[src/sv/gmhr_pkg.sv]
// Shared types, codes and helpers for the grid move history retrace block.
// Used by grid_move_history_retrace_core; depends on nothing else.
package gmhr_pkg;

  localparam int unsigned CoordW = 16;
  localparam int unsigned CountW = 16;

  // Command selector codes.
  localparam logic [1:0] FUNC_MOVE   = 2'd0;
  localparam logic [1:0] FUNC_BACK   = 2'd1;
  localparam logic [1:0] FUNC_RETURN = 2'd2;

  // Direction codes; a three-bit request direction with its top bit set is invalid.
  localparam logic [1:0] DIR_FWD   = 2'd0;
  localparam logic [1:0] DIR_BWD   = 2'd1;
  localparam logic [1:0] DIR_LEFT  = 2'd2;
  localparam logic [1:0] DIR_RIGHT = 2'd3;

  // Status codes.
  localparam logic [2:0] ST_OK       = 3'd0;
  localparam logic [2:0] ST_RETURNED = 3'd1;
  localparam logic [2:0] ST_BAD_DIR  = 3'd2;
  localparam logic [2:0] ST_EMPTY    = 3'd3;
  localparam logic [2:0] ST_FULL     = 3'd4;

  // Register indexes on the configuration port.
  localparam logic REG_START_X = 1'b0;
  localparam logic REG_START_Y = 1'b1;

  typedef enum logic [1:0] {
    S_IDLE,
    S_BT_DATA,
    S_RET_DATA
  } state_e;

  // One stack entry, direction in the lowest bits.
  typedef struct packed {
    logic [CountW-1:0] step_number;
    logic [CoordW-1:0] from_y;
    logic [CoordW-1:0] from_x;
    logic [1:0]        dir;
  } entry_t;

  typedef struct packed {
    logic [2:0]        status;
    logic              step_valid;
    logic [1:0]        step_direction;
    logic [CoordW-1:0] from_x;
    logic [CoordW-1:0] from_y;
    logic [CoordW-1:0] to_x;
    logic [CoordW-1:0] to_y;
    logic [CountW-1:0] step_number;
    logic              at_start;
    logic              last;
  } result_t;

  typedef struct packed {
    logic [CoordW-1:0] x;
    logic [CoordW-1:0] y;
  } xy_t;

  // One cell in the given direction, wrapping at the edge of the grid.
  function automatic xy_t step_pos(input logic [1:0] dir, input logic [CoordW-1:0] x,
                                   input logic [CoordW-1:0] y);
    xy_t r;
    r.x = x;
    r.y = y;
    unique case (dir)
      DIR_FWD:   r.y = y + 1'b1;
      DIR_BWD:   r.y = y - 1'b1;
      DIR_LEFT:  r.x = x - 1'b1;
      default:   r.x = x + 1'b1;
    endcase
    return r;
  endfunction

  // True when a step would leave the signed coordinate range.
  function automatic logic step_overflows(input logic [1:0] dir, input logic [CoordW-1:0] x,
                                          input logic [CoordW-1:0] y);
    logic maxc;
    logic minc;
    logic r;
    maxc = 1'b0;
    minc = 1'b0;
    r = 1'b0;
    unique case (dir)
      DIR_FWD:   r = (y == {1'b0, {(CoordW-1){1'b1}}});
      DIR_BWD:   r = (y == {1'b1, {(CoordW-1){1'b0}}});
      DIR_LEFT:  r = (x == {1'b1, {(CoordW-1){1'b0}}});
      default:   r = (x == {1'b0, {(CoordW-1){1'b1}}});
    endcase
    return r | (maxc & minc);
  endfunction

endpackage

[src/sv/grid_move_history_retrace_core.sv]
// Top level of the grid move history retrace block: control, position registers
// and the move stack memory. Depends on gmhr_pkg.
//
// Usage:
// Requests enter on the s_axis channel (tdata: func, direction) and results leave on
// the m_axis channel; tlast marks the final result caused by one request. The start
// position is written over the APB port (start_x at 0x0, start_y at 0x4); a write also
// moves the robot to that coordinate and must only happen while the block is idle.
// A move or a refused request has its result registered in the cycle after acceptance.
// A backtrack first reads the stack memory into the read register, then loads its result.
// A return reads one entry per cycle and emits one reversed step per cycle while the
// receiver takes results; after a backtrack or a return the block accepts no new request
// until its last result has been loaded into the output register.
// The registered read of the stack memory sets the backtrack and return timing.
// Results sit in one output register; the next request is accepted in the same cycle
// the previous result is taken. When the receiver stalls, the output register holds,
// no request is accepted and a running return pauses with its read data held.
// Reset places the robot at (0, 0) with an empty stack and zero step count; stack
// entries are not cleared, since only entries below the stack top are ever read.
module grid_move_history_retrace_core #(
  parameter int unsigned STACK_DEPTH = 64
) (
  input  logic        clk_i,
  input  logic        rst_ni,
  // Request channel.
  input  logic        s_axis_tvalid,
  output logic        s_axis_tready,
  input  logic [7:0]  s_axis_tdata,   // func [1:0], direction [4:2], zero [7:5]
  // Result channel.
  output logic        m_axis_tvalid,
  input  logic        m_axis_tready,
  output logic [87:0] m_axis_tdata,   // status [2:0], step_valid [3], step_direction [5:4],
                                      // from_x [21:6], from_y [37:22], to_x [53:38],
                                      // to_y [69:54], step_number [85:70], at_start [86],
                                      // zero [87]
  output logic        m_axis_tlast,   // last
  // Configuration port.
  input  logic        psel,
  input  logic        penable,
  input  logic        pwrite,
  input  logic [2:0]  paddr,
  input  logic [31:0] pwdata,
  output logic [31:0] prdata,
  output logic        pready
);

  localparam int unsigned TopW  = $clog2(STACK_DEPTH + 1);
  localparam int unsigned AddrW = (STACK_DEPTH > 1) ? $clog2(STACK_DEPTH) : 1;
  localparam int unsigned CW    = gmhr_pkg::CoordW;

  gmhr_pkg::state_e state_q, state_d;

  logic [CW-1:0]   start_x_q, start_y_q;
  logic [CW-1:0]   pos_x_q, pos_x_d, pos_y_q, pos_y_d;
  logic [gmhr_pkg::CountW-1:0] move_count_q, move_count_d;
  logic            returned_q, returned_d;
  logic [TopW-1:0] top_q, top_d;
  logic [TopW-1:0] ret_idx_q, ret_idx_d;

  gmhr_pkg::result_t out_q, out_d;
  logic              out_valid_q;
  logic              out_load;
  logic              out_free;

  // Stack memory with one write and one registered read port.
  gmhr_pkg::entry_t  stack_mem [STACK_DEPTH];
  gmhr_pkg::entry_t  wr_data, rd_data_q;
  logic              wr_en, rd_en;
  logic [AddrW-1:0]  wr_addr, rd_addr;

  // Decoded request and control flags for the next-state logic.
  logic              in_acc;
  logic [1:0]        in_func;
  logic [2:0]        in_dir;
  logic              go_bt, go_ret, ret_more;
  logic              cfg_wr;
  logic [TopW-1:0]   top_dec;
  gmhr_pkg::xy_t     mv_pos, ret_pos;
  gmhr_pkg::entry_t  push_entry;

  assign in_func  = s_axis_tdata[1:0];
  assign in_dir   = s_axis_tdata[4:2];
  assign out_free = !out_valid_q || m_axis_tready;
  assign s_axis_tready = (state_q == gmhr_pkg::S_IDLE) && out_free;
  assign in_acc   = s_axis_tvalid && s_axis_tready;
  assign top_dec  = top_q - 1'b1;
  assign rd_addr  = top_dec[AddrW-1:0];
  assign wr_addr  = top_q[AddrW-1:0];

  assign cfg_wr = psel && penable && pwrite && pready;
  assign pready = 1'b1;
  always_comb begin
    if (paddr[2] == gmhr_pkg::REG_START_Y) begin
      prdata = {{(32-CW){start_y_q[CW-1]}}, start_y_q};
    end else begin
      prdata = {{(32-CW){start_x_q[CW-1]}}, start_x_q};
    end
  end

  assign mv_pos  = gmhr_pkg::step_pos(in_dir[1:0], pos_x_q, pos_y_q);
  assign ret_pos = gmhr_pkg::step_pos(rd_data_q.dir ^ 2'b01, pos_x_q, pos_y_q);

  always_comb begin
    push_entry.dir         = in_dir[1:0];
    push_entry.from_x      = pos_x_q;
    push_entry.from_y      = pos_y_q;
    push_entry.step_number = move_count_q + 1'b1;
  end

  // Datapath and control: stack accesses, position updates and the result word.
  always_comb begin
    pos_x_d      = pos_x_q;
    pos_y_d      = pos_y_q;
    move_count_d = move_count_q;
    returned_d   = returned_q;
    top_d        = top_q;
    ret_idx_d    = ret_idx_q;
    wr_en        = 1'b0;
    wr_data      = push_entry;
    rd_en        = 1'b0;
    go_bt        = 1'b0;
    go_ret       = 1'b0;
    ret_more     = 1'b0;
    out_load     = 1'b0;

    // Refusal form by default: no step, position unchanged.
    out_d                = '0;
    out_d.status         = gmhr_pkg::ST_OK;
    out_d.from_x         = pos_x_q;
    out_d.from_y         = pos_y_q;
    out_d.to_x           = pos_x_q;
    out_d.to_y           = pos_y_q;
    out_d.step_number    = move_count_q;
    out_d.last           = 1'b1;

    unique case (state_q)
      gmhr_pkg::S_IDLE: begin
        if (in_acc) begin
          out_load = 1'b1;
          unique case (in_func)
            gmhr_pkg::FUNC_MOVE: begin
              priority if (returned_q) begin
                out_d.status = gmhr_pkg::ST_RETURNED;
              end else if (in_dir[2]) begin
                out_d.status = gmhr_pkg::ST_BAD_DIR;
              end else if (top_q == TopW'(STACK_DEPTH) ||
                           gmhr_pkg::step_overflows(in_dir[1:0], pos_x_q, pos_y_q)) begin
                out_d.status = gmhr_pkg::ST_FULL;
              end else begin
                wr_en                = 1'b1;
                top_d                = top_q + 1'b1;
                move_count_d         = push_entry.step_number;
                pos_x_d              = mv_pos.x;
                pos_y_d              = mv_pos.y;
                out_d.step_valid     = 1'b1;
                out_d.step_direction = in_dir[1:0];
                out_d.to_x           = mv_pos.x;
                out_d.to_y           = mv_pos.y;
                out_d.step_number    = push_entry.step_number;
              end
            end
            gmhr_pkg::FUNC_BACK: begin
              if (top_q == '0) begin
                out_d.status = gmhr_pkg::ST_EMPTY;
              end else begin
                out_load = 1'b0;
                rd_en    = 1'b1;
                top_d    = top_dec;
                go_bt    = 1'b1;
              end
            end
            gmhr_pkg::FUNC_RETURN: begin
              if (returned_q) begin
                out_d.status = gmhr_pkg::ST_RETURNED;
              end else begin
                returned_d = 1'b1;
                // An empty stack gives one plain ok result.
                if (top_q != '0) begin
                  out_load  = 1'b0;
                  rd_en     = 1'b1;
                  top_d     = top_dec;
                  ret_idx_d = TopW'(1);
                  go_ret    = 1'b1;
                end
              end
            end
            default: begin
              out_d.status = gmhr_pkg::ST_BAD_DIR;
            end
          endcase
        end
      end
      gmhr_pkg::S_BT_DATA: begin
        out_load             = 1'b1;
        out_d.step_valid     = 1'b1;
        out_d.step_direction = rd_data_q.dir ^ 2'b01;
        out_d.to_x           = rd_data_q.from_x;
        out_d.to_y           = rd_data_q.from_y;
        out_d.step_number    = rd_data_q.step_number;
        pos_x_d              = rd_data_q.from_x;
        pos_y_d              = rd_data_q.from_y;
      end
      gmhr_pkg::S_RET_DATA: begin
        if (out_free) begin
          out_load             = 1'b1;
          out_d.step_valid     = 1'b1;
          out_d.step_direction = rd_data_q.dir ^ 2'b01;
          out_d.to_x           = ret_pos.x;
          out_d.to_y           = ret_pos.y;
          out_d.step_number    = gmhr_pkg::CountW'(ret_idx_q);
          out_d.last           = (top_q == '0);
          pos_x_d              = ret_pos.x;
          pos_y_d              = ret_pos.y;
          if (top_q != '0) begin
            // Fetch the next older entry while this step goes out.
            rd_en     = 1'b1;
            top_d     = top_dec;
            ret_idx_d = ret_idx_q + 1'b1;
            ret_more  = 1'b1;
          end
        end else begin
          ret_more = 1'b1;
        end
      end
      default: begin
      end
    endcase

    out_d.at_start = (out_d.to_x == start_x_q) && (out_d.to_y == start_y_q);

    // A start write puts the robot there; the user must write only while idle (unchecked).
    if (cfg_wr) begin
      if (paddr[2] == gmhr_pkg::REG_START_X) begin
        pos_x_d = pwdata[CW-1:0];
      end else begin
        pos_y_d = pwdata[CW-1:0];
      end
    end
  end

  // Next state.
  always_comb begin
    state_d = state_q;
    unique case (state_q)
      gmhr_pkg::S_IDLE: begin
        if (go_bt) begin
          state_d = gmhr_pkg::S_BT_DATA;
        end else if (go_ret) begin
          state_d = gmhr_pkg::S_RET_DATA;
        end
      end
      gmhr_pkg::S_BT_DATA: begin
        state_d = gmhr_pkg::S_IDLE;
      end
      gmhr_pkg::S_RET_DATA: begin
        if (!ret_more) begin
          state_d = gmhr_pkg::S_IDLE;
        end
      end
      default: begin
        state_d = gmhr_pkg::S_IDLE;
      end
    endcase
  end

  always_ff @(posedge clk_i or negedge rst_ni) begin
    if (!rst_ni) begin
      state_q      <= gmhr_pkg::S_IDLE;
      start_x_q    <= '0;
      start_y_q    <= '0;
      pos_x_q      <= '0;
      pos_y_q      <= '0;
      move_count_q <= '0;
      returned_q   <= 1'b0;
      top_q        <= '0;
      ret_idx_q    <= '0;
      out_valid_q  <= 1'b0;
    end else begin
      state_q      <= state_d;
      pos_x_q      <= pos_x_d;
      pos_y_q      <= pos_y_d;
      move_count_q <= move_count_d;
      returned_q   <= returned_d;
      top_q        <= top_d;
      ret_idx_q    <= ret_idx_d;
      if (cfg_wr) begin
        if (paddr[2] == gmhr_pkg::REG_START_X) begin
          start_x_q <= pwdata[CW-1:0];
        end else begin
          start_y_q <= pwdata[CW-1:0];
        end
      end
      if (out_load) begin
        out_valid_q <= 1'b1;
      end else if (m_axis_tready) begin
        out_valid_q <= 1'b0;
      end
    end
  end

  always_ff @(posedge clk_i) begin
    if (out_load) begin
      out_q <= out_d;
    end
  end

  always_ff @(posedge clk_i) begin
    if (wr_en) begin
      stack_mem[wr_addr] <= wr_data;
    end
  end

  always_ff @(posedge clk_i) begin
    if (rd_en) begin
      rd_data_q <= stack_mem[rd_addr];
    end
  end

  assign m_axis_tvalid = out_valid_q;
  assign m_axis_tlast  = out_q.last;
  assign m_axis_tdata  = {1'b0, out_q.at_start, out_q.step_number, out_q.to_y, out_q.to_x,
                          out_q.from_y, out_q.from_x, out_q.step_direction,
                          out_q.step_valid, out_q.status};

endmodule

[config.mk]
export PLATFORM = sky130hd
export DESIGN_NAME = grid_move_history_retrace_core
export DESIGN_NICKNAME = d
export VERILOG_FILES = /design/src/sv/gmhr_pkg.sv /design/src/sv/grid_move_history_retrace_core.sv
export SDC_FILE = /design/constraint.sdc
export NUM_CORES = 2
export LEC_CHECK = 0
export ABC_CLOCK_PERIOD_IN_PS = 15700
export BUFFER_PORTS_ARGS = -buffer_cell sky130_fd_sc_hd__clkbuf_2
export CORE_MARGIN = 2
export CORE_UTILIZATION = 35
export DETAILED_ROUTE_END_ITERATION = 12
export PLACE_DENSITY = 0.53
export SLEW_MARGIN = 15
export SYNTH_ARGS = -nofsm -noshare
export SYNTH_HDL_FRONTEND = slang
export SYNTH_SLANG_ARGS = --single-unit
[constraint.sdc]
create_clock -name clk_i -period 15.7 [get_ports clk_i]
set_input_delay 3.14 -clock clk_i [delete_from_list [all_inputs] [get_ports clk_i]]
set_output_delay 3.14 -clock clk_i [all_outputs]
set_load 0.01 [all_outputs]
==> results.json <==
{
  "outcome": "finished, final reports clean",
  "synth_compound_area_share_pct": 1.55,
  "fin_cells": 11700,
  "hold_depth": 2,
  "grt_util_met3_pct": 2.54,
  "mostFrequentLayoutCells": "3338 x edfxtp_1, 1050 x mux4_2, 365 x clkbuf_16",
  "numCtsBuffers": 359,
  "hp-class": "flop to flop",
  "cp_slowest_cell": "nor2_4",
  "syn_to_final_growth_pct": 14.3,
  "arrival_ns": 8.62,
  "cp_data_required_time_ns": 16.24,
  "rows": 227,
  "path_clk_slew_ns": 0.06,
  "hpwlAfterDp_um": 214000,
  "synth_seq_area_share_pct": 76.1,
  "leakage_nw": 49.1,
  "fin_tns_setup_ns": 0,
  "numPlacedInstances": 11100,
  "ir_drop_uv": 285,
  "p_per_area_nw_per_um2": 188,
  "ctsHtreeMaxLevel": 5,
  "fp.dieArea_sq_um": 390000,
  "rsz0062_at_grt": "false",
  "layout-drive-gt1-share_pct": 31.0,
  "max_cap_violations": 0,
  "synth_edf_count": 3338,
  "path_max_fanout": 37,
  "startpoint_type": "input pin",
  "path_buf_inv": 3,
  "critPathCaptureType": "flop",
  "fin_crit_sh_pct": 51.5,
  "gp_congestion": 0.866,
  "cts_tree": "built",
  "clkSinkCount": 3436,
  "ys_ff_latch": 3436,
  "max_slew_margin_pct": 16.7,
  "synth_largest_area_cell": "edfxtp_1",
  "viasPerCell": 5.68,
  "async_reset_ff_share_pct": 2.85,
  "antenna_found_initial": 23,
  "clockBufferDepth": 4,
  "drtIter0Drc": 8802,
  "grt_pass1_vias": 66900,
  "yosys_warnings": 0,
  "cts_resized": 0,
  "core_area_sq_um": 383000,
  "synth.top_cell.area_share_pct": 74.3,
  "grt_busiest_layer": "met2",
  "path_cells": "clkbuf_2 > inv_1 > ha_1 > nor3b_1 > nand4_1 > nor2_1 > and3_4 > nand3_1 > nor2_4 > buf_4",
  "synth_mux_area_share_pct": 17.9,
  "synthesis.nets": 6129,
  "die-height_um": 625,
  "grt_max_degree": 140,
  "slew_viol_final": 0,
  "reg2regPathDepth": 8,
  "cp_top_family": "simple AND/OR/NAND/NOR gates",
  "synth_area_sq_um": 135000,
  "grt_use_met1_pct": 28.6,
  "grt_usage_pct": 20.0,
  "hold_viol_final": 0,
  "grt-ovfl-total": 0,
  "firstDrtPassIters": 8,
  "drc_errors": 0,
  "skew_ns": 0.0708,
  "drt-total-wl_um": 396000,
  "final_common_cell": "edfxtp_1",
  "vias": 66700,
  "wire_per_inst_um": 33.7,
  "dieWidth_um": 625,
  "worst-setup-path-type": "input pin to flop",
  "synth_top_family_by_area": "multiplexers",
  "critical_path_depth": 10,
  "ios": 174,
  "synthXorXnorAreaFrac_pct": 0.578,
  "start_util_pct": 35.2,
  "ys_types": 83,
  "synth_fa_ha_area_share_pct": 0.121,
  "power_mw": 29.0,
  "post_cts_buffers": 0,
  "grt_pass1_wl_um": 546000,
  "worst_path_largest_cell_delay_ns": 0.95,
  "synth_area_leaders": "edfxtp_1 74%, mux4_2 18%, dfrtp_1 1.8%",
  "max_freq_mhz": 124,
  "synthFlopType": "edfxtp_1",
  "worst_pin_slew_ns": 1.25,
  "netlist_instances": 6066,
  "root_buffer": "clkbuf_16",
  "fin_crit_ns": 8.08,
  "setup_violations": 0,
  "yosys.area_share.simple_pct": 2.45,
  "gr-usage-met2_pct": 31.7,
  "syn_avg_cell_area_sq_um": 22.2,
  "io_buffer_count": 150,
  "nets": 6480,
  "clock_latency_ns": 0.95,
  "final_antenna_net_count": 0,
  "hold_ws_ns": 0.532,
  "holdBufCountCts": 0
}
## state kept, by name (all words and copies together), names as in the netlist
signal	flops
stack_mem	3200
m_axis_tdata	87
rd_data_q	50
move_count_q	16
pos_x_q	16
pos_y_q	16
start_x_q	16
start_y_q	16
ret_idx_q	7
top_q	7
state_q	2
m_axis_tlast	1
m_axis_tvalid	1
returned_q	1
## worst reg2reg max path: stages, from the launching register on
cell,delay [ns]
dfrtp_4,1.04
inv_1,0.35
ha_4,0.98
buf_4,0.91
buf_12,0.49
buf_12,1.12
mux4_2,0.73
mux4_2,0.58
mux4_2,0.58
## worst paths after layout
kind	start	end	slack (ns)
worst min register to register	start_y_q[0]$_DFFE_PN0P_	start_y_q[0]$_DFFE_PN0P_	0.53
worst max register to register	top_q[0]$_DFFE_PN0P_	rd_data_q[3]$_DFFE_PP_	8.63
worst max-delay path	s_axis_tdata[0]	stack_mem[42][2]$_DFFE_PP_	7.62
min in group asynchronous	rst_ni	start_y_q[6]$_DFFE_PN0P_	2.29
max in group asynchronous	rst_ni	top_q[0]$_DFFE_PN0P_	12.04
worst min-delay path	start_y_q[0]$_DFFE_PN0P_	start_y_q[0]$_DFFE_PN0P_	0.53
## cell type report
class / count / area (sq um)
sequential: 3436 / 103000
clock inverter: 184 / 1620
multi-input combinational: 2204 / 31200
fill: 33500 / 229000
timing repair buffer: 362 / 2420
antenna: 10 / 25.0
tap: 5038 / 6300
inverter: 54 / 203
clock buffer: 460 / 9620
## metal layers
metal | share of wire, % | vias to the layer above
met1 | 42 | 36800
met4 | 3.6 | 0
li1 | - | 26400
met5 | 0 | -
met2 | 47 | 2953
met3 | 7.0 | 560
## metrics by stage
stage,setup WS (ns),cell area [sq um],utilization [%]
finish,7.62,154000,40.3
global route,7.52,154000,40.3
CTS,7.80,154000,40.3
detailed placement,6.81,143000,37.3
global placement,6.90,143000,37.3
floorplan,7.99,135000,-
## cells in the mapped netlist (17+ instances only)
library cell  instances
mux4_2             1050
nor4_1               38
inv_1                51
or3_1                17
nand3_1              53
mux2i_1              22
clkbuf_1            268
o22ai_1              18
o21ai_0              84
xnor2_1              54
edfxtp_1           3338
nor2_1              184
a31oi_1              18
xor2_1               35
nand2_1             219
a21oi_1              69
mux2_2               23
nand4_1              29
buf_4                19
buf_1                72
dfrtp_1              98
nor3_1               53
## cell families (layout without fill, tap and decap cells)
family	after synthesis	count (layout)
other cells	2	12
compound gates	315	315
fa+ha+maj	13	13
simple gates	690	690
flops	3436	3436
xor+xnor	89	89
buf+inv	426	1060
mux	1095	1095
## power breakdown
part           total [mW]  internal (mW)  leakage, nW  switching (mW)
clock                8.21           4.65         5.47            3.56
sequential           11.3           11.0         32.8           0.210
combinational        9.50           3.80         10.8            5.70
No activity file was read; power rests on OpenSTA's default activity.
